==> src/rtl/isrt_pkg.sv <==
package isrt_pkg;

	localparam int CAPACITY_DEF = 64;
	localparam int KEY_W        = 17;

	// one stored slot of the chain
	typedef struct packed {
		logic             valid;
		logic [KEY_W-1:0] key;
	} isrt_entry_t;

	// key travelling down the chain; shift marks a displaced key that only moves on
	typedef struct packed {
		logic             valid;
		logic             shift;
		logic             order;
		logic [KEY_W-1:0] key;
	} isrt_carry_t;

	typedef enum logic [1:0] {
		ST_LOAD,
		ST_DRAIN,
		ST_EMIT
	} isrt_state_t;

	// true when key must be placed ahead of stored key s
	function automatic logic goes_before(input logic order, input logic [KEY_W-1:0] key,
			input logic [KEY_W-1:0] s);
		goes_before = order ? (key > s) : (key < s);
	endfunction

endpackage

==> src/rtl/isrt_cell.sv <==
module isrt_cell (
	input  logic                 clk,
	input  logic                 arst_n,
	input  logic                 unload,
	input  isrt_pkg::isrt_carry_t carry_in,
	input  isrt_pkg::isrt_entry_t right_entry,
	output isrt_pkg::isrt_entry_t entry,
	output isrt_pkg::isrt_carry_t carry_out
);
	import isrt_pkg::*;

	isrt_entry_t entry_q;
	isrt_carry_t carry_q;
	isrt_entry_t entry_d;
	isrt_carry_t carry_d;

	always_comb begin
		entry_d = entry_q;
		carry_d = '0;
		if (unload) begin
			entry_d = right_entry;
		end else if (carry_in.valid) begin
			if (!entry_q.valid) begin
				entry_d = '{valid: 1'b1, key: carry_in.key};
			end else if (carry_in.shift ||
					goes_before(carry_in.order, carry_in.key, entry_q.key)) begin
				// take the key here, push the held one onwards
				entry_d = '{valid: 1'b1, key: carry_in.key};
				carry_d = '{valid: 1'b1, shift: 1'b1, order: carry_in.order,
					key: entry_q.key};
			end else begin
				carry_d = carry_in;
			end
		end
	end

	always_ff @(posedge clk or negedge arst_n) begin
		if (!arst_n) begin
			entry_q <= '0;
			carry_q <= '0;
		end else begin
			entry_q <= entry_d;
			carry_q <= carry_d;
		end
	end

	assign entry     = entry_q;
	assign carry_out = carry_q;

endmodule

==> config.mk <==
export PLATFORM = sky130hd
export DESIGN_NAME = isrt_cell
export DESIGN_NICKNAME = d
export VERILOG_FILES = /design/src/rtl/isrt_pkg.sv /design/src/rtl/isrt_cell.sv
export SDC_FILE = /design/constraint.sdc
export NUM_CORES = 1
export LEC_CHECK = 0
export ABC_CLOCK_PERIOD_IN_PS = 3100
export BUFFER_PORTS_ARGS = -buffer_cell sky130_fd_sc_hd__buf_2
export CAP_MARGIN = 15
export CORE_MARGIN = 2
export CORE_UTILIZATION = 50
export CTS_BUF_LIST = sky130_fd_sc_hd__clkbuf_2 sky130_fd_sc_hd__clkbuf_4 sky130_fd_sc_hd__clkbuf_8
export CTS_CLUSTER_DIAMETER = 30
export DETAILED_ROUTE_END_ITERATION = 8
export PLACE_DENSITY = 0.8
export SLEW_MARGIN = 10
export SYNTH_ARGS = -nofsm -noshare
export SYNTH_HDL_FRONTEND = slang
export SYNTH_SLANG_ARGS = --single-unit
==> constraint.sdc <==
create_clock -name clk -period 3.1 [get_ports clk]
set_clock_uncertainty 0.15 [all_clocks]
set_input_delay 0.31 -clock clk [delete_from_list [all_inputs] [get_ports clk]]
set_output_delay 0.31 -clock clk [all_outputs]
set_load 0.01 [all_outputs]
# Word level (Yosys, flattened, before mapping)
# Index checks and enable logic that the tools add are counted.
dict set report totals {
  reg_bits 38
  in_bits 41
  output_inout_bits 38
  elab_cells 21
}
dict set report op_classes {
  order_cmp 2
  n_eq_ne 1
  muxes 9
  reduce_logical 3
}
# op count
set op_table {}
lappend op_table {{20-bit 2-to-1 mux} 3}
lappend op_table {{18-bit 2-to-1 mux} 2}
lappend op_table {{17-bit 2-to-1 mux} 2}
lappend op_table {{19-bit 2-to-1 mux} 1}
lappend op_table {{17-bit > comparator} 1}
lappend op_table {{17-bit < comparator} 1}
lappend op_table {{3-bit by 2-bit inequality test with 1-bit output (second input constant)} 1}
lappend op_table {{2-bit AND reduction} 1}
lappend op_table {{2-bit nonzero test} 1}
lappend op_table {{1-bit logical OR} 1}
lappend op_table {{1-bit 2-to-1 mux} 1}

# Depth between registers and ports, before layout
dict set report depth {
  ltp_word 7
  ltp_mapped 10
  mapped_depth_nobuf 8
}

# Worst setup path after synthesis
# Ideal clock, no wire load.
dict set report synth_path {
  path_type {flip-flop to flip-flop}
  startpoint {register entry_q (netlist bit entry[8])}
  endpoint {register entry_q (netlist bit entry[0])}
  setup_time_ns 0.125
  arrival_time_ns 2.366
  t_required_ns 2.825
  path_slack_ns 0.459
  stages_incl_launch_ff 10
  path_buffers 1
  period_less_slack_ns 2.641
  path_cell_list {dfrtp_1 inv_1 ha_1 nand4_2 o221ai_1 o21a_2 o31a_1 buf_6 a31oi_4 mux2_4}
}
dict set report synth_between {
  elab_chain_cells 5
  elab_cells_between_ends 6
  cone_classes {2 x order compare; 1 x eq/ne; 1 x mux; 2 x reduce/logical}
}
# element line
set synth_lines {}
lappend synth_lines {{start, declared} isrt_cell.sv:12} ;# isrt_entry_t entry_q;
lappend synth_lines {{start signal, assigned} isrt_cell.sv:42} ;# entry_q <= entry_d;
lappend synth_lines {{17-bit < comparator / 17-bit > comparator (equally long branches)} isrt_pkg.sv:29} ;# goes_before = order ? (key > s) : (key < s);
lappend synth_lines {{1-bit 2-to-1 mux *} isrt_pkg.sv:29}
lappend synth_lines {{1-bit logical OR *} isrt_cell.sv:25} ;# end else if (carry_in.shift ||
lappend synth_lines {{3-bit by 2-bit inequality test with 1-bit output (no line) *} --}
lappend synth_lines {{2-bit AND reduction (no line) *} --}
# Every way passes the cells marked *; elsewhere a longest branch is shown, timed or not.
# A chain may end at the register's enable or synchronous reset.

# Final worst setup path
dict set report layout_path {
  startpoint {register entry_q (netlist bit entry[15])}
  endpoint {register entry_q (netlist bit entry[2])}
}
# The elaborated chain is that of the path after synthesis.

==> impl_metrics.ini <==
[outcome]
status = finished clean

[critical_path]
critPathCaptureType = register
critPathKind = register to register
cp.required_ns = 3.17
critPathLaunch = entry[15]$_DFFE_PN0P_
arrival_ns = 2.76
critPathMaxFanout = 8
r2r_start = entry[15]$_DFFE_PN0P_
start_kind = register

[cts]
cts_buffers = 5
cts_tree = built
path_clk_slew_ns = 0.08
clockRootBuffer = clkbuf_8
cts_sinks = 38
worstSkewPairLatency_ns = 0.30
clk_path_buf_depth = 2
cts_resized = 0
htreeDepth = 2

[finish]
num-fill-cells = 351
area_growth_pct = 26.5
nNetsFinal = 353
antennaDiodeCount = 0
drive_above_1_share = 0.351
fin_area_mm2 = 0.00281

[grt]
grt_overflow = 0
antenna_found_initial = 0
grt_pass1_vias = 2025
grt_pass1_wl_um = 9400
grt_max_degree = 39
track_usage = 0.236

[min_path]
min_path_type = input pin to register
hold_path.startpoint = right_entry[17]

[floorplanning]
fp.dieW_um = 70.7
die-area_mm2 = 0.00499
row_count = 24
io_pins = 79
die_h_um = 70.7
design.core.area_mm2 = 0.00432
initial_core_util = 0.514

[pwr]
power_leakage_nw = 1.54
swShare = 0.317
pwr-share-comb = 0.288
ir_drop_uv = 250
p_int_mw = 0.932
power_density_mw_per_mm2 = 486
p_sw_mw = 0.433
p_seq_frac = 0.417
clock_power_share = 0.295

[routing]
drtAntennaViolNets = 0
wirelength_um = 5570
vias = 1928
first_pass_iters = 4
wire_per_inst_um = 16.0
drtIter0Drc = 80
drc = 0
viasPerCell = 5.54

[placed_design]
numPortBuffers = 78
dp_hpwl_um = 4110
gp_congestion = 0.839
placed_area_mm2 = 0.00269

[sta]
whs_ns = 0.0919
tns_ns = 0
relSlewSlack = 0.424
final-max-slew-violation-count = 0
hold_viol = 0
period_share = 0.868
max_freq_mhz = 372
worstMarginPinSlew_ns = 0.864
rsz0062_at_grt = no
period_minus_slack_ns = 2.69
final-setup-viol-count = 0

[logic_synthesis]
synthCells = 209
yosysTopAreaCell = dfrtp_1
synth_cell_types = 32
syn-cell-area_mm2 = 0.00222
syn_area_per_cell_um2 = 10.6
yosysMostFrequentCell = dfrtp_1
ys_seq_area_frac = 0.428
synth_common_cells = dfrtp_1, mux2i_1, inv_1, o21ai_0
synth-seq-cells = 38
synth-async-reset-ratio = 1.00
synthesis.nets = 267
synth_edf_count = 0
synth_flop_cell = dfrtp_1
synth_top_area_share = 0.428
yosys_warnings = 0
synthTopCellsByArea = dfrtp_1, mux2i_1, ha_1

[run]
max_cap_violations = 0
==> final timing paths <==
path	to	slack, ns	cells past startpoint
worst min register to register	entry[6]$_DFFE_PN0P_	0.42	2
min in group asynchronous	carry_out[11]$_DFF_PN0_	0.49	2
worst max register to register	entry[2]$_DFFE_PN0P_	0.41	9
max in group asynchronous	entry[4]$_DFFE_PN0P_	1.74	2
worst max-delay path	entry[2]$_DFFE_PN0P_	0.41	9
worst min-delay path	entry[17]$_DFFE_PN0P_	0.09	3
==> stage by stage <==
step	power [mW]	std cells	utilization	worst slack (ns)
finish	1.37	348	0.650	0.410
global route	1.44	348	0.650	0.173
CTS	1.37	348	0.650	0.392
detailed placement	0.968	339	0.622	0.414
global placement	0.956	339	0.622	0.458
floorplan	0.813	209	-	0.459
==> critical path: stages, from the launching register on <==
cell	delay [ns]
dfrtp_1	0.38
inv_1	0.07
ha_1	0.30
nand4_1	0.20
nor4_2	0.39
and2_1	0.24
o31ai_4	0.08
a31oi_4	0.38
buf_4	0.22
mux2i_1	0.19
==> metal layers <==
metal | wire length, µm | vias up | track usage
li1 | - | 919 | -
met1 | 2440 | 930 | 0.311
met2 | 2710 | 72 | 0.401
met3 | 337 | 7 | 0.0499
met4 | 80 | 0 | 0.0587
met5 | 0 | - | 0
==> repair_timing <==
item                      CTS  global route
hold buffers                1             0
hold endpoints to repair   10             0
setup buffers               0             0
==> sequential cells by signal (all words and copies together) (netlist names) <==
| signal | count |
|---|---|
| carry_out | 20 |
| entry | 18 |
==> power groups by stage <==
| stage | Sequential (mW) | Combinational, mW | Clock (mW) |
|---|---|---|---|
| 2_1_floorplan | 0.596 | 0.217 | 0 |
| 3_3_place_gp | 0.577 | 0.379 | 0 |
| 3_5_place_dp | 0.578 | 0.390 | 0 |
| 4_1_cts | 0.569 | 0.394 | 0.402 |
| 5_1_grt | 0.574 | 0.442 | 0.421 |
| 6_report | 0.569 | 0.393 | 0.403 |
==> cell usage in the layout, fill, tap and decap left out, drive strengths merged, types with 2 or more instances in the layout <==
master,instances
ha,17
o21ai,19
o31a,2
o31ai,2
inv,19
and2,2
a21oi,8
a21boi,19
o21a,2
mux2i,32
clkbuf,8
dfrtp,38
o221ai,2
nor2,3
nand2,6
nand4,4
nand3,17
buf,88
==> cells by family (layout without fill, tap and decap cells) <==
logic type,Yosys count,in the layout,synth area share
buf+inv,29,116,0.0597
flops,38,38,0.428
compound gates,56,56,0.179
mux,33,33,0.151
simple gates,36,36,0.0867
fa+ha+maj,17,17,0.0957
==> final cells by class <==
type                       count  area (µm²)  area share
sequential                    38         951       0.338
timing repair buffer          89         475       0.169
tap                           52        65.1      0.0231
inverter                      19        71.3      0.0254
clock buffer                   8         110      0.0392
multi-input combinational    142        1140       0.405
No activity file was read; power rests on OpenSTA's default activity.
